<file path="config.mk">
export PLATFORM = sky130hd
export DESIGN_NAME = adaptive_poll_interval_scheduler_flat
export DESIGN_NICKNAME = d
export VERILOG_FILES = /design/src/design/apis_pkg.sv /design/src/design/apis_if.sv /design/src/design/apis_class_unit.sv /design/src/design/adaptive_poll_interval_scheduler.sv /design/src/flat_wrapper.sv
export SDC_FILE = /design/constraint.sdc
export NUM_CORES = 1
export LEC_CHECK = 0
export BUFFER_PORTS_ARGS = -buffer_cell sky130_fd_sc_hd__buf_2
export CORE_MARGIN = 5
export CORE_UTILIZATION = 40
export DETAILED_ROUTE_END_ITERATION = 10
export GPL_TIMING_DRIVEN = 1
export HOLD_SLACK_MARGIN = 0.06
export PLACE_DENSITY = 0.57
export RECOVER_POWER = 25
export REMOVE_ABC_BUFFERS = 1
export SYNTH_ARGS = -nofsm -noshare
export SYNTH_HDL_FRONTEND = slang
export SYNTH_HIERARCHICAL = 1
export SYNTH_SLANG_ARGS = --single-unit
export TNS_END_PERCENT = 100
</file>
<file path="constraint.sdc">
create_clock -name clock -period 9.5 [get_ports clock]
set_input_delay 0.475 -clock clock [delete_from_list [all_inputs] [get_ports clock]]
set_output_delay 0.475 -clock clock [all_outputs]
set_load 0.02 [all_outputs]
</file>
<file path="src/design/apis_pkg.sv">
// Shared types, codes and constants of the adaptive poll interval scheduler.
package apis_pkg;

   localparam int FRACTION_BITS      = 5;
   localparam int MAX_WHOLE_INTERVAL = 256;

   localparam int INTERVAL_WIDTH = 14;
   localparam int COUNT_WIDTH    = 9;
   localparam int COUNTER_WIDTH  = 9;
   localparam int CSR_DATA_WIDTH = 14;
   localparam int CSR_INDEX_WIDTH = 3;
   localparam int SUM_WIDTH      = 17;

   localparam logic [INTERVAL_WIDTH-1:0] MAX_INTERVAL =
      INTERVAL_WIDTH'(MAX_WHOLE_INTERVAL << FRACTION_BITS);
   localparam logic [INTERVAL_WIDTH-1:0] RESET_INTERVAL =
      INTERVAL_WIDTH'(16 << FRACTION_BITS);
   localparam logic [COUNTER_WIDTH-1:0] COUNTER_MAX = '1;

   localparam logic [CSR_DATA_WIDTH-1:0] ICP_AVG_RESET  = 14'd192;
   localparam logic [CSR_DATA_WIDTH-1:0] ICP_MIN_RESET  = 14'd256;
   localparam logic [CSR_DATA_WIDTH-1:0] DNS_AVG_RESET  = 14'd128;
   localparam logic [CSR_DATA_WIDTH-1:0] DNS_MIN_RESET  = 14'd256;
   localparam logic [CSR_DATA_WIDTH-1:0] HTTP_AVG_RESET = 14'd128;
   localparam logic [CSR_DATA_WIDTH-1:0] HTTP_MIN_RESET = 14'd256;

   typedef enum logic {
      OP_EVENT  = 1'b0,
      OP_REPORT = 1'b1
   } apis_op_type;

   typedef enum logic [1:0] {
      CLASS_ICP  = 2'd0,
      CLASS_DNS  = 2'd1,
      CLASS_HTTP = 2'd2
   } apis_class_type;

   typedef enum logic [CSR_INDEX_WIDTH-1:0] {
      REG_ICP_AVG  = 3'd0,
      REG_ICP_MIN  = 3'd1,
      REG_DNS_AVG  = 3'd2,
      REG_DNS_MIN  = 3'd3,
      REG_HTTP_AVG = 3'd4,
      REG_HTTP_MIN = 3'd5
   } apis_reg_type;

   typedef struct packed {
      logic                          tick;
      logic                          report;
      logic signed [COUNT_WIDTH-1:0] count;
   } apis_cmd_type;

   typedef struct packed {
      logic [CSR_DATA_WIDTH-1:0] average_goal;
      logic [CSR_DATA_WIDTH-1:0] min_interval;
      logic                      hold_negative;
   } apis_class_cfg_type;

endpackage

</file>
<file path="src/design/apis_if.sv">
// Request and response channel interfaces of the adaptive poll interval scheduler.
interface apis_req_if import apis_pkg::*; ();
   logic                          valid;
   logic                          ready;
   logic                          opcode;
   logic [1:0]                    report_class;
   logic signed [COUNT_WIDTH-1:0] event_count;

   modport source (output valid, opcode, report_class, event_count, input ready);
   modport sink (input valid, opcode, report_class, event_count, output ready);
endinterface

interface apis_rsp_if import apis_pkg::*; ();
   logic                      valid;
   logic                      ready;
   logic                      due_icp;
   logic                      due_dns;
   logic                      due_http;
   logic [INTERVAL_WIDTH-1:0] icp_interval_now;
   logic [INTERVAL_WIDTH-1:0] dns_interval_now;
   logic [INTERVAL_WIDTH-1:0] http_interval_now;

   modport source (output valid, due_icp, due_dns, due_http, icp_interval_now,
                   dns_interval_now, http_interval_now, input ready);
   modport sink (input valid, due_icp, due_dns, due_http, icp_interval_now,
                 dns_interval_now, http_interval_now, output ready);
endinterface

</file>
<file path="src/design/apis_class_unit.sv">
// Event counter and adaptive interval of one socket class.
module apis_class_unit import apis_pkg::*; (
   input  logic                      clock,
   input  logic                      reset,
   input  logic                      step,
   input  apis_cmd_type              cmd,
   input  apis_class_cfg_type        cfg,
   output logic                      due,
   output logic [INTERVAL_WIDTH-1:0] interval_next
);

   logic [COUNTER_WIDTH-1:0]  counter_ff, counter_in;
   logic [INTERVAL_WIDTH-1:0] interval_ff, interval_in;
   logic [COUNTER_WIDTH-1:0]  counter_inc;
   logic [INTERVAL_WIDTH-1:0] whole;
   logic signed [SUM_WIDTH-1:0] sum;
   logic signed [SUM_WIDTH-1:0] raised;
   logic signed [SUM_WIDTH-1:0] min_ext;
   logic signed [SUM_WIDTH-1:0] max_ext;
   logic [INTERVAL_WIDTH-1:0]   clamped;

   assign whole       = interval_ff >> FRACTION_BITS;
   assign counter_inc = (counter_ff == COUNTER_MAX) ? counter_ff
                                                    : counter_ff + 1'b1;
   assign due = cmd.tick && ({{(INTERVAL_WIDTH-COUNTER_WIDTH){1'b0}}, counter_inc} > whole);

   assign min_ext = $signed({{(SUM_WIDTH-CSR_DATA_WIDTH){1'b0}}, cfg.min_interval});
   assign max_ext = $signed({{(SUM_WIDTH-INTERVAL_WIDTH){1'b0}}, MAX_INTERVAL});
   assign sum = $signed({{(SUM_WIDTH-INTERVAL_WIDTH){1'b0}}, interval_ff})
              + $signed({{(SUM_WIDTH-CSR_DATA_WIDTH){1'b0}}, cfg.average_goal})
              - $signed({{(SUM_WIDTH-COUNT_WIDTH){cmd.count[COUNT_WIDTH-1]}}, cmd.count});
   assign raised  = (sum < min_ext) ? min_ext : sum;
   assign clamped = (raised > max_ext) ? MAX_INTERVAL : raised[INTERVAL_WIDTH-1:0];

   always_comb begin
      counter_in  = counter_ff;
      interval_in = interval_ff;
      if (cmd.tick) begin
         counter_in = due ? '0 : counter_inc;
      end else if (cmd.report) begin
         counter_in = '0;
         if (!(cfg.hold_negative && cmd.count[COUNT_WIDTH-1])) begin
            interval_in = clamped;
         end
      end
   end

   assign interval_next = interval_in;

   always_ff @(posedge clock) begin
      if (reset) begin
         counter_ff  <= '0;
         interval_ff <= RESET_INTERVAL;
      end else if (step) begin
         counter_ff  <= counter_in;
         interval_ff <= interval_in;
      end
   end

   a_due_clears: assert property (@(posedge clock) disable iff (reset)
      step && due |=> counter_ff == '0)
      else $error("counter not cleared after due");

   a_report_clears: assert property (@(posedge clock) disable iff (reset)
      step && cmd.report && !cmd.tick |=> counter_ff == '0)
      else $error("counter not cleared after report");

   a_interval_max: assert property (@(posedge clock) disable iff (reset)
      interval_ff <= MAX_INTERVAL)
      else $error("interval above maximum");

   a_idle_holds: assert property (@(posedge clock) disable iff (reset)
      !step |=> $stable(interval_ff) && $stable(counter_ff))
      else $error("state changed without a step");

endmodule

</file>
<file path="src/design/adaptive_poll_interval_scheduler.sv">
// Top level of the adaptive poll interval scheduler: request, class units, response registers.
//
// Each request is an io event or a poll report and yields one response that
// shows the due flags and the three intervals after the request. A request
// is taken into an input register, passes combinationally through the three
// class units and lands in the response register, so one request per cycle
// is sustained while the response port does not stall. Control registers are
// to be written by the user through the csr port while the block is idle; the
// block itself does not enforce this. Writes to indexes above five are ignored.
module adaptive_poll_interval_scheduler import apis_pkg::*; (
   input  logic                       clock,
   input  logic                       reset,
   apis_req_if.sink                   req_port,
   apis_rsp_if.source                 rsp_port,
   input  logic                       csr_write_enable,
   input  logic [CSR_INDEX_WIDTH-1:0] csr_index,
   input  logic [CSR_DATA_WIDTH-1:0]  csr_write_data
);

   logic                          in_valid_ff;
   logic                          in_opcode_ff;
   logic [1:0]                    in_class_ff;
   logic signed [COUNT_WIDTH-1:0] in_count_ff;

   logic                      out_valid_ff;
   logic                      due_icp_ff, due_dns_ff, due_http_ff;
   logic [INTERVAL_WIDTH-1:0] icp_iv_ff, dns_iv_ff, http_iv_ff;

   logic [CSR_DATA_WIDTH-1:0] icp_avg_ff, icp_min_ff, dns_avg_ff, dns_min_ff;
   logic [CSR_DATA_WIDTH-1:0] http_avg_ff, http_min_ff;

   logic                      advance;
   logic                      is_report;
   apis_cmd_type              icp_cmd, dns_cmd, http_cmd;
   apis_class_cfg_type        icp_cfg, dns_cfg, http_cfg;
   logic                      icp_due, dns_due, http_due;
   logic [INTERVAL_WIDTH-1:0] icp_iv, dns_iv, http_iv;

   assign advance        = in_valid_ff && (!out_valid_ff || rsp_port.ready);
   assign req_port.ready = !in_valid_ff || advance;

   always_ff @(posedge clock) begin
      if (reset) begin
         in_valid_ff <= 1'b0;
      end else if (req_port.ready) begin
         in_valid_ff <= req_port.valid;
      end
   end

   always_ff @(posedge clock) begin
      if (req_port.valid && req_port.ready) begin
         in_opcode_ff <= req_port.opcode;
         in_class_ff  <= req_port.report_class;
         in_count_ff  <= req_port.event_count;
      end
   end

   always_ff @(posedge clock) begin
      if (reset) begin
         icp_avg_ff  <= ICP_AVG_RESET;
         icp_min_ff  <= ICP_MIN_RESET;
         dns_avg_ff  <= DNS_AVG_RESET;
         dns_min_ff  <= DNS_MIN_RESET;
         http_avg_ff <= HTTP_AVG_RESET;
         http_min_ff <= HTTP_MIN_RESET;
      end else if (csr_write_enable) begin
         unique case (csr_index)
            REG_ICP_AVG:  icp_avg_ff  <= csr_write_data;
            REG_ICP_MIN:  icp_min_ff  <= csr_write_data;
            REG_DNS_AVG:  dns_avg_ff  <= csr_write_data;
            REG_DNS_MIN:  dns_min_ff  <= csr_write_data;
            REG_HTTP_AVG: http_avg_ff <= csr_write_data;
            REG_HTTP_MIN: http_min_ff <= csr_write_data;
            default: ;
         endcase
      end
   end

   assign is_report = (in_opcode_ff == OP_REPORT);

   always_comb begin
      icp_cmd.tick    = !is_report;
      icp_cmd.report  = is_report && (in_class_ff == CLASS_ICP);
      icp_cmd.count   = in_count_ff;
      dns_cmd.tick    = !is_report;
      dns_cmd.report  = is_report && (in_class_ff == CLASS_DNS);
      dns_cmd.count   = in_count_ff;
      http_cmd.tick   = !is_report;
      http_cmd.report = is_report && (in_class_ff == CLASS_HTTP);
      http_cmd.count  = in_count_ff;
   end

   assign icp_cfg  = '{average_goal: icp_avg_ff, min_interval: icp_min_ff,
                       hold_negative: 1'b0};
   assign dns_cfg  = '{average_goal: dns_avg_ff, min_interval: dns_min_ff,
                       hold_negative: 1'b1};
   assign http_cfg = '{average_goal: http_avg_ff, min_interval: http_min_ff,
                       hold_negative: 1'b0};

   apis_class_unit u_icp (
      .clock, .reset, .step(advance), .cmd(icp_cmd), .cfg(icp_cfg),
      .due(icp_due), .interval_next(icp_iv)
   );

   apis_class_unit u_dns (
      .clock, .reset, .step(advance), .cmd(dns_cmd), .cfg(dns_cfg),
      .due(dns_due), .interval_next(dns_iv)
   );

   apis_class_unit u_http (
      .clock, .reset, .step(advance), .cmd(http_cmd), .cfg(http_cfg),
      .due(http_due), .interval_next(http_iv)
   );

   always_ff @(posedge clock) begin
      if (reset) begin
         out_valid_ff <= 1'b0;
      end else if (!out_valid_ff || rsp_port.ready) begin
         out_valid_ff <= in_valid_ff;
      end
   end

   always_ff @(posedge clock) begin
      if (advance) begin
         due_icp_ff  <= icp_due;
         due_dns_ff  <= dns_due;
         due_http_ff <= http_due;
         icp_iv_ff   <= icp_iv;
         dns_iv_ff   <= dns_iv;
         http_iv_ff  <= http_iv;
      end
   end

   assign rsp_port.valid             = out_valid_ff;
   assign rsp_port.due_icp           = due_icp_ff;
   assign rsp_port.due_dns           = due_dns_ff;
   assign rsp_port.due_http          = due_http_ff;
   assign rsp_port.icp_interval_now  = icp_iv_ff;
   assign rsp_port.dns_interval_now  = dns_iv_ff;
   assign rsp_port.http_interval_now = http_iv_ff;

   a_stall_holds_input: assert property (@(posedge clock) disable iff (reset)
      in_valid_ff && out_valid_ff && !rsp_port.ready |=> in_valid_ff)
      else $error("pending request lost during response stall");

   a_advance_fills_output: assert property (@(posedge clock) disable iff (reset)
      advance |=> out_valid_ff)
      else $error("response register not loaded");

   a_report_no_due: assert property (@(posedge clock) disable iff (reset)
      advance && is_report |=> !due_icp_ff && !due_dns_ff && !due_http_ff)
      else $error("due flag raised on a report request");

endmodule
</file>
<file path="src/flat_wrapper.sv">
// flat-port wrapper written by rule: the top's interface ports become plain ports
module adaptive_poll_interval_scheduler_flat import apis_pkg::*;
  (clock, reset, csr_write_enable, csr_index, csr_write_data, req_port_valid, req_port_opcode, req_port_report_class, req_port_event_count, req_port_ready, rsp_port_valid, rsp_port_due_icp, rsp_port_due_dns, rsp_port_due_http, rsp_port_icp_interval_now, rsp_port_dns_interval_now, rsp_port_http_interval_now, rsp_port_ready);
  apis_req_if req_port_i ();
  apis_rsp_if rsp_port_i ();
  input  logic clock;
  input  logic reset;
  input  logic csr_write_enable;
  input  logic [CSR_INDEX_WIDTH-1:0] csr_index;
  input  logic [CSR_DATA_WIDTH-1:0] csr_write_data;
  input wire logic [$bits(req_port_i.valid)-1:0] req_port_valid;
  input wire logic [$bits(req_port_i.opcode)-1:0] req_port_opcode;
  input wire logic [$bits(req_port_i.report_class)-1:0] req_port_report_class;
  input wire logic [$bits(req_port_i.event_count)-1:0] req_port_event_count;
  output wire logic [$bits(req_port_i.ready)-1:0] req_port_ready;
  output wire logic [$bits(rsp_port_i.valid)-1:0] rsp_port_valid;
  output wire logic [$bits(rsp_port_i.due_icp)-1:0] rsp_port_due_icp;
  output wire logic [$bits(rsp_port_i.due_dns)-1:0] rsp_port_due_dns;
  output wire logic [$bits(rsp_port_i.due_http)-1:0] rsp_port_due_http;
  output wire logic [$bits(rsp_port_i.icp_interval_now)-1:0] rsp_port_icp_interval_now;
  output wire logic [$bits(rsp_port_i.dns_interval_now)-1:0] rsp_port_dns_interval_now;
  output wire logic [$bits(rsp_port_i.http_interval_now)-1:0] rsp_port_http_interval_now;
  input wire logic [$bits(rsp_port_i.ready)-1:0] rsp_port_ready;
  assign req_port_i.valid = req_port_valid;
  assign req_port_i.opcode = req_port_opcode;
  assign req_port_i.report_class = req_port_report_class;
  assign req_port_i.event_count = req_port_event_count;
  assign req_port_ready = req_port_i.ready;
  assign rsp_port_valid = rsp_port_i.valid;
  assign rsp_port_due_icp = rsp_port_i.due_icp;
  assign rsp_port_due_dns = rsp_port_i.due_dns;
  assign rsp_port_due_http = rsp_port_i.due_http;
  assign rsp_port_icp_interval_now = rsp_port_i.icp_interval_now;
  assign rsp_port_dns_interval_now = rsp_port_i.dns_interval_now;
  assign rsp_port_http_interval_now = rsp_port_i.http_interval_now;
  assign rsp_port_i.ready = rsp_port_ready;
  adaptive_poll_interval_scheduler u_core (.clock(clock), .reset(reset), .req_port(req_port_i), .rsp_port(rsp_port_i), .csr_write_enable(csr_write_enable), .csr_index(csr_index), .csr_write_data(csr_write_data));
endmodule
</file>
Word level (Yosys, flattened, before mapping)
Cells that the tools add are included.

storage, ports and cells
  output and inout port bits = 47
  input bits = 34
  register bits after elaboration = 212
  logic and storage cells = 103

operators by class
  add/subtract/negate cells = 9
  eq/ne operators = 13
  reduce and logical (&&, ||, !) cells = 24
  $lt $le $gt $ge = 9
  muxes and demuxes = 25

operator list
  operator                number
  $mux W14                10
  $mux W9                 12
  $gt A17 B15 Y1 const B  3
  $lt A17 B15 Y1          3
  $mux W17                3
  $sub A16 B9 Y17         3
  $add A14 B14 Y15        3
  $add A9 B1 Y9 const B   3
  $eq A9 B9 Y1 const B    3
  $gt A9 B9 Y1            3
  $reduce_and A2 Y1       9
  $logic_and A1 B1 Y1     8
  $eq A3 B2 Y1 const B    2
  $eq A3 B3 Y1 const B    2
  $ne A2 B2 Y1 const B    3
  $eq A3 B1 Y1 const B    1
  $logic_not A1 Y1        3
  $logic_not A3 Y1        1
  $eq A2 B1 Y1 const B    1
  $eq A2 B2 Y1 const B    1
  $logic_not A2 Y1        1
  $logic_or A1 B1 Y1      2

Longest topological paths before layout
Gate-level depths: netlist (run 1).

  depth after elaboration = 9
  gate-level depth with buffers = 35
  gate-level depth less buffers = 33

Hierarchy
The synthesis (run 1) kept the hierarchy.

modules (own cells, without submodules)
  module                            times used  cells an instance  area an instance (um^2)
  adaptive_poll_interval_scheduler  1           374                5,157.4
  apis_class_unit at u_core.u_dns   1           485                3,634.7
  apis_class_unit at u_core.u_http  1           486                3,539.6
  apis_class_unit at u_core.u_icp   1           468                3,537.1

Least setup slack after synthesis (run 1)
Ideal clock, no wire load.

  path type = reg-to-reg
  from = register u_core.u_dns.interval_ff[0]
  to = register u_core.dns_iv_ff[11] (netlist: u_core/rsp_port.dns_interval_now[11]) (data pin)
  stages on the path, launching flop included = 34
  setup time = 169 ps
  data arrival time = 6,323 ps
  data required time = 9,331 ps
  slack = 3,008 ps
  cells stage by stage = dfxtp_1 ha_1 inv_1 fa_1 nor2b_1 o21ai_0 a21boi_0 o21ai_0 a21boi_0 o2111ai_1 nand2_1 nor2_1 xnor2_1 ha_1 and4_1 clkbuf_1 nor2b_1 mux2_2 or3_1 ha_1 a211oi_1 o21ai_0 a21oi_1 ha_1 inv_1 clkbuf_1 mux2i_1 nand2_1 nor4b_1 nand4b_1 o41ai_2 a21oi_2 buf_2 o31ai_1

between the ends
  longest elaborated chain between the ends = 9

ends and longest elaborated chain
  item                      RTL line                                 source
  start: declaration        apis_class_unit.sv:13                    logic [INTERVAL_WIDTH-1:0] interval_ff, interval_in;
  start signal: assignment  apis_class_unit.sv:56                    interval_ff <= interval_in;
  $add A14 B14 Y15 (*)      apis_class_unit.sv:30                    + $signed({{(SUM_WIDTH-CSR_DATA_WIDTH){1'b0}}, cfg.average_goal})
  $sub A16 B9 Y17 (*)       apis_class_unit.sv:31                    - $signed({{(SUM_WIDTH-COUNT_WIDTH){cmd.count[COUNT_WIDTH-1]}}, cmd.count});
  $lt A17 B15 Y1            apis_class_unit.sv:32                    assign raised = (sum < min_ext) ? min_ext : sum;
  $mux W17 (*)              apis_class_unit.sv:32
  $gt A17 B15 Y1            apis_class_unit.sv:33                    assign clamped = (raised > max_ext) ? MAX_INTERVAL : raised[INTERVAL_WIDTH-1:0];
  $mux W14 (*)              apis_class_unit.sv:33
  $mux W14 (*)              apis_class_unit.sv:42                    if (!(cfg.hold_negative && cmd.count[COUNT_WIDTH-1])) begin
  $mux W14 (*)              apis_class_unit.sv:40                    end else if (cmd.report) begin
  $mux W14 (*)              apis_class_unit.sv:38                    if (cmd.tick) begin
  net u_core.dns_iv[11]     adaptive_poll_interval_scheduler.sv:37   logic [INTERVAL_WIDTH-1:0] icp_iv, dns_iv, http_iv;
  end signal: assignment    adaptive_poll_interval_scheduler.sv:129  dns_iv_ff <= dns_iv;
  end: declaration          adaptive_poll_interval_scheduler.sv:27   logic [INTERVAL_WIDTH-1:0] icp_iv_ff, dns_iv_ff, http_iv_ff;

The timed path passes the listed nets; every way through them passes the cells marked *.
A chain may end at the register's enable or synchronous reset.

Worst setup path after layout (run 1)
  from = register u_core.u_http.interval_ff[0]
  to = register u_core.u_http.interval_ff[6]

between the ends
  longest elaborated chain between the ends = 8

ends and longest elaborated chain
  item                      RTL line
  start: declaration        apis_class_unit.sv:13
  start signal: assignment  apis_class_unit.sv:56
  $add A14 B14 Y15 (*)      apis_class_unit.sv:30
  $sub A16 B9 Y17 (*)       apis_class_unit.sv:31
  $lt A17 B15 Y1            apis_class_unit.sv:32
  $mux W17 (*)              apis_class_unit.sv:32
  $gt A17 B15 Y1            apis_class_unit.sv:33
  $mux W14 (*)              apis_class_unit.sv:33
  $mux W14 (*)              apis_class_unit.sv:40
  $mux W14 (*)              apis_class_unit.sv:38

Mark *: on every way between the ends. The rest lies on a longest branch, timed or not.

==> impl_metrics.json, run 1 <==
{
  "grt_use_total_pct": 19.3,
  "numCtsBuffers": 28,
  "place_congestion": 0.897,
  "synthArstFlopShare_pct": 0,
  "dieArea_sq_mm": 0.0438,
  "syn_to_final_growth_pct": 12.0,
  "clockBufferDepth": 3,
  "antenna_found_initial": 0,
  "overflow": 0,
  "design_area_sq_mm": 0.0178,
  "ys_seq_elements": 212,
  "fill_cells": 3982,
  "cp_slowest_cell": "clkinv_1",
  "max_slew.worst_pin.slew_ns": 3.38,
  "drt_iter0_markers": 912,
  "ant_nets": 0,
  "synth_flop_cell": "dfxtp_1",
  "cp_slowest_stage_delay_ns": 0.72,
  "fin_cells": 2420,
  "rr_startpoint": "u_core/u_http/interval_ff[0]$_SDFFE_PP0P_",
  "fp.dieH_um": 209,
  "yosysMostFrequentCell": "ha_1",
  "startpoint": "u_core/u_http/interval_ff[0]$_SDFFE_PP0P_",
  "cts_resized": 0,
  "h-tree-depth": 1,
  "fmax_ghz": 0.120,
  "pin_count": 81,
  "setup_ws_ns": 1.16,
  "drc": 0,
  "dpl-instance-area_sq_mm": 0.0167,
  "firstDrtPassIters": 5,
  "nets": 2075,
  "ys_seq_area_share_pct": 30.3,
  "crit_type": "reg -> reg",
  "synth_area_leaders": "dfxtp_1, ha_1, edfxtp_1",
  "rsz0062_at_grt": "false",
  "synth.top_cells.by_count": "ha_1, nand2_1, dfxtp_1",
  "seq_area_sq_mm": 0.00481,
  "cts_tree": "yes",
  "syn-cell-area_sq_mm": 0.0159,
  "slew-limit-headroom_pct": -125,
  "grt_max_degree": 68,
  "hold_start": "req_port_valid",
  "antenna_cells": 0,
  "cp_top_family": "compound AO/OA/AOI/OAI gates",
  "hold_path_class": "in -> reg",
  "totalNegativeSetupSlack_ns": 0,
  "outcome": "finished, violations left",
  "hpwl_um": 33500,
  "drive_gt1_share_pct": 8.76,
  "start_util_pct": 40.2,
  "die_x_um": 209,
  "cts-root-buf": "clkbuf_16",
  "finalMaxSlewViolations": 128,
  "violations": "max-capacitance violations, max-slew violations",
  "hold_violations": 0,
  "cts_setup_buffers": 0,
  "worstSetupStartpointType": "register",
  "wl_per_cell_um": 18.2,
  "p_per_area_mw_per_mm2": 143,
  "syn_inst": 1813,
  "insertion_delay_ns": 0.58,
  "final_util_pct": 45.0,
  "syn_area_per_cell_sq_um": 8.75,
  "report.final.setup_viol": 0,
  "routed_via_density": 5.52,
  "fin_crit_sh_pct": 87.8,
  "required_ns": 9.96,
  "yosysUniqueCellTypes": 88,
  "place_inst": 2356,
  "via_count": 13400,
  "multi_input_comb_area_sq_mm": 0.0102,
  "crit_path_end_kind": "register",
  "yosysTopAreaCell": "dfxtp_1",
  "portBuffers": 80,
  "coreArea_sq_mm": 0.0395,
  "p_leak_uw": 0.00759,
  "cp_max_fo": 23,
  "wl_um": 43900,
  "num_rows": 73,
  "ir_drop_mv": 0.133,
  "clkTransAtPathRegs_ns": 0.06,
  "arrival_ns": 8.79,
  "cap_viol_max_count": 2,
  "synth_edf_count": 57,
  "clock_skew_ns": 0.0291,
  "grt_pass1_vias": 12700,
  "netlist.area_leader.share_pct": 19.6,
  "critPathBufInv": 2,
  "yosysWarnings": 6,
  "post-place-ws_ns": 1.24,
  "cts_sinks": 212,
  "finalCriticalPeriod_ns": 8.34,
  "grt_pass1_wl_um": 69000
}
## kinds of logic (layout without fill, tap and decap cells)
| family | count (synthesis) | count (layout) | share of synthesized area, % |
|---|---|---|---|
| and+or+nand+nor | 589 | 589 | 19.2 |
| adders and majority gates | 168 | 168 | 13.5 |
| muxes | 109 | 109 | 6.94 |
| DFF | 212 | 212 | 30.3 |
| xor gates and xnor gates | 74 | 74 | 4.08 |
| buffers and inverters | 211 | 292 | 5.34 |
| AOI/OAI and AO/OA | 448 | 448 | 20.5 |
| other | 2 | 3 | 0.0473 |
## per-layer routing
layer	vias up	part of all wire [%]	routed length, um	track usage [%]
met2	299	45	19600	31.1
met5	-	0	0	0
met3	67	4.2	1840	2.25
met1	6336	48	21200	27.4
li1	6666	-	-	-
met4	0	2.8	1250	5.27
## flip-flops by register name (all words and copies together) (netlist names), 2 cells and up
register / flops
u_core/dns_avg_ff: 14
u_core/dns_min_ff: 14
u_core/http_avg_ff: 14
u_core/http_min_ff: 14
u_core/icp_avg_ff: 14
u_core/icp_min_ff: 14
u_core/rsp_port.dns_interval_now: 14
u_core/rsp_port.http_interval_now: 14
u_core/rsp_port.icp_interval_now: 14
u_core/u_dns/interval_ff: 14
u_core/u_http/interval_ff: 14
u_core/u_icp/interval_ff: 14
u_core/in_count_ff: 9
u_core/u_dns/counter_ff: 9
u_core/u_http/counter_ff: 9
u_core/u_icp/counter_ff: 9
u_core/in_class_ff: 2
## what timing repair did
item | CTS | global route
hold buffers | 12 | 0
endpoints found under the setup margin | 0 | 0
endpoints found under the hold margin | 12 | 0
## power by group
group | switching, uW | leakage [uW] | internal (uW) | total, uW
clock network | 441 | 0.000482 | 671 | 1110
registers | 18.3 | 0.00179 | 949 | 968
logic | 289 | 0.00532 | 172 | 461
total | 749 | 0.00759 | 1790 | 2540
## worst reg2reg max path: cells and delay by family (launching register included)
kind / cells / cell delay [ns]
flip-flops: 1 / 0.36
AND/OR/NAND/NOR: 11 / 2.09
XOR/XNOR: 1 / 0.26
AO/OA/AOI/OAI: 12 / 2.76
buffers and inverters: 2 / 0.78
adder cells (fa/ha/maj): 5 / 1.96
## layout by cell type (no fill, tap or decap), drive strengths merged, types with 8 or more instances in the layout
cell,instances
ha,162
nand2,159
dfxtp,155
inv,137
nor2,119
nand2b,109
mux2i,101
a21oi,91
o21ai,78
clkbuf,69
buf,64
xnor2,59
edfxtp,57
o31ai,44
o21a,43
nand3,27
a21o,26
nor2b,25
o41ai,25
nor3,24
and3,23
a22oi,23
or2,16
xor2,15
dlygate4sd3,12
a211oi,12
and2,12
or3,11
o31a,11
nand4,11
a31oi,11
nand3b,10
nor3b,9
a21boi,9
mux2,8
clkinv,8
## area by class of cell
class	instances	area share [%]
clock buffer	42	4.94
inverter	137	2.89
multi-input combinational	1391	57.5
clock inverter	10	0.634
timing repair buffer	103	3.19
sequential	212	27.1
tap	525	3.70
## per-stage QoR
step                      hold slack, ns  total power, uW
after global placement             0.446             1440
after global routing               0.124             2650
final                              0.137             2540
after floorplan                    0.428             1310
after CTS                          0.106             2570
after detailed placement           0.454             1440
## path summary, 6_finish.rpt
| path | slack, ns | endpoint | cells after the start |
|---|---|---|---|
| min reg2reg | 0.46 | u_core/rsp_port.valid$_SDFFE_PP0P_ | 2 |
| min | 0.14 | u_core/in_valid_ff$_SDFFE_PP0P_ | 3 |
| max | 1.16 | u_core/u_http/interval_ff[6]$_SDFFE_PP0P_ | 31 |
| max reg2reg | 1.16 | u_core/u_http/interval_ff[6]$_SDFFE_PP0P_ | 31 |
Power figures use the tool's default switching activity.
==> run 2: changes to the inputs <==
--- a/config.mk
+++ b/config.mk
@@ -8,6 +8,7 @@
 export BUFFER_PORTS_ARGS = -buffer_cell sky130_fd_sc_hd__buf_2
 export CORE_MARGIN = 5
 export CORE_UTILIZATION = 40
+export CTS_BUF_LIST = sky130_fd_sc_hd__clkbuf_4 sky130_fd_sc_hd__clkbuf_8 sky130_fd_sc_hd__clkbuf_16
 export DETAILED_ROUTE_END_ITERATION = 10
 export GPL_TIMING_DRIVEN = 1
 export HOLD_SLACK_MARGIN = 0.06
==> run 2 against run 1 <==
  * The flow still finishes with violations (max-capacitance violations, max-slew violations)
  * Critical path depth unchanged
  * Combinational power about the same
  * Non-clock buffer count unchanged
  * Final area up 0.13%
  * Die area unchanged
  * Sequential cell count unchanged
  * Register-to-register slack worse by 0.02 ns
==> impl_metrics.json, run 2 (synthesized netlist as in run 1, its figures left out) <==
{
  "hold_violations": 0,
  "antenna_cells": 0,
  "finalCriticalPeriod_ns": 8.35,
  "r2r_end": "u_core/rsp_port.http_interval_now[0]$_DFFE_PP_",
  "syn_to_final_growth_pct": 12.1,
  "cp_slowest_cell": "clkinv_1",
  "via_count": 13400,
  "post-place-ws_ns": 1.24,
  "worstSetupStartpointType": "register",
  "grt_pass1_vias": 12700,
  "fp.dieH_um": 209,
  "finalMaxSlewViolations": 128,
  "place_congestion": 0.897,
  "crit_type": "reg -> reg",
  "clockBufferDepth": 3,
  "slew-limit-headroom_pct": -122,
  "cts_setup_buffers": 0,
  "cts_sinks": 212,
  "rsz0062_at_grt": "false",
  "setup_ws_ns": 1.15,
  "crit_path_end_kind": "register",
  "start_util_pct": 40.2,
  "required_ns": 9.88,
  "fmax_ghz": 0.120,
  "nets": 2075,
  "hold_depth": 3,
  "grt_use_total_pct": 19.3,
  "pin_count": 81,
  "final_util_pct": 45.1,
  "cap_viol_max_count": 2,
  "final_cell_mix": "ha_1, nand2_1, dfxtp_1",
  "arrival_ns": 8.74,
  "drive_gt1_share_pct": 9.13,
  "h-tree-depth": 1,
  "totalNegativeSetupSlack_ns": 0,
  "num_rows": 73,
  "wl_um": 44000,
  "fin_crit_sh_pct": 87.9,
  "cp_top_family": "compound AO/OA/AOI/OAI gates",
  "wl_per_cell_um": 18.2,
  "hold_end": "u_core/in_valid_ff$_SDFFE_PP0P_",
  "clock_skew_ns": 0.0301,
  "clkTransAtPathRegs_ns": 0.06,
  "overflow": 0,
  "violations": "max-capacitance violations, max-slew violations",
  "ant_nets": 0,
  "dieArea_sq_mm": 0.0438,
  "reg2reg_slack_ns": 1.15,
  "cp_slowest_stage_delay_ns": 0.70,
  "hpwl_um": 33500,
  "cts-root-buf": "clkbuf_16",
  "antenna_found_initial": 0,
  "report.final.setup_viol": 0,
  "drc": 0,
  "insertion_delay_ns": 0.58,
  "p_leak_uw": 0.00761,
  "coreArea_sq_mm": 0.0395,
  "grt_pass1_wl_um": 69000,
  "firstDrtPassIters": 5,
  "rr_startpoint": "u_core/u_http/interval_ff[0]$_SDFFE_PP0P_",
  "cp_max_fo": 23,
  "drt_iter0_markers": 870,
  "layout_commonest_cell": "ha_1",
  "outcome": "finished, violations left",
  "hold_path_class": "in -> reg",
  "design_area_sq_mm": 0.0178,
  "p_per_area_mw_per_mm2": 144,
  "routed_via_density": 5.52,
  "rr_worst_depth": 31,
  "hold_start": "req_port_valid",
  "die_x_um": 209,
  "numCtsBuffers": 28,
  "grt_max_degree": 68,
  "dpl-instance-area_sq_mm": 0.0167,
  "critPathBufInv": 2,
  "ir_drop_mv": 0.135,
  "cts_tree": "yes",
  "max_slew.worst_pin.slew_ns": 3.33,
  "portBuffers": 80
}
[run 2: cell count changes in the layout (fill, tap and decap cells not counted)]
| cell | change |
|---|---|
| buf_2 | +1 |
| clkbuf_4 | +6 |
| clkbuf_1 | -7 |
[run 2: how the worst max path moves through the flow]
stage	from	to	depth (start not counted)
2_1_floorplan	u_core/u_dns/interval_ff[0]$_SDFFE_PP0P_	u_core/u_dns/interval_ff[0]$_SDFFE_PP0P_	31
3_3_place_gp	u_core/u_dns/interval_ff[0]$_SDFFE_PP0P_	u_core/rsp_port.dns_interval_now[11]$_DFFE_PP_	30
3_5_place_dp	u_core/u_http/interval_ff[0]$_SDFFE_PP0P_	u_core/rsp_port.http_interval_now[1]$_DFFE_PP_	31
4_1_cts	u_core/u_http/interval_ff[0]$_SDFFE_PP0P_	u_core/rsp_port.http_interval_now[7]$_DFFE_PP_	31
5_1_grt	u_core/u_http/interval_ff[0]$_SDFFE_PP0P_	u_core/u_http/interval_ff[6]$_SDFFE_PP0P_	31
6_report	u_core/u_http/interval_ff[0]$_SDFFE_PP0P_	u_core/rsp_port.http_interval_now[0]$_DFFE_PP_	31
[run 2: cell type report]
type                            count  area [sq um]
Fill cell                        3980         21700
Multi-Input combinational cell   1391         10200
Sequential cell                   212          4810
Clock buffer                       42           901
Tap cell                          525           657
Timing Repair Buffer              103           568
Inverter                          137           514
Clock inverter                     10           113
[run 2: worst register-to-register path: cells and delay by family, from the launching register on]
family	cells	cell delay (ns)
simple gates	11	2.08
fa+ha+maj	5	1.96
xor+xnor	1	0.26
compound gates	12	2.75
buf+inv	2	0.76
flops	1	0.36
[run 2: what timing repair did]
item / CTS / global route
gates resized for setup: 0 / 0
hold buffers: 12 / 0
endpoints found under the hold margin: 12 / 0
[run 2: per-stage QoR]
stage | cells | total power [uW] | hold slack, ns
floorplan | 1740 | 1310 | 0.428
global placement | 2356 | 1440 | 0.446
detailed placement | 2356 | 1440 | 0.454
CTS | 2420 | 2590 | 0.106
global route | 2420 | 2670 | 0.124
finish | 2420 | 2560 | 0.136
[run 2: layer usage]
layer / global-route usage, % / share of wire (%) / vias up
met4: 5.27 / 2.8 / 0
li1: - / - / 6674
met2: 31.2 / 45 / 313
met1: 27.3 / 48 / 6305
met3: 2.25 / 4.5 / 67
met5: 0 / 0 / -
[run 2: power breakdown]
group | internal, uW | switching (uW) | total, uW
Combinational | 172 | 290 | 462
Sequential | 949 | 18.4 | 968
Clock | 688 | 441 | 1130
Total | 1810 | 749 | 2560
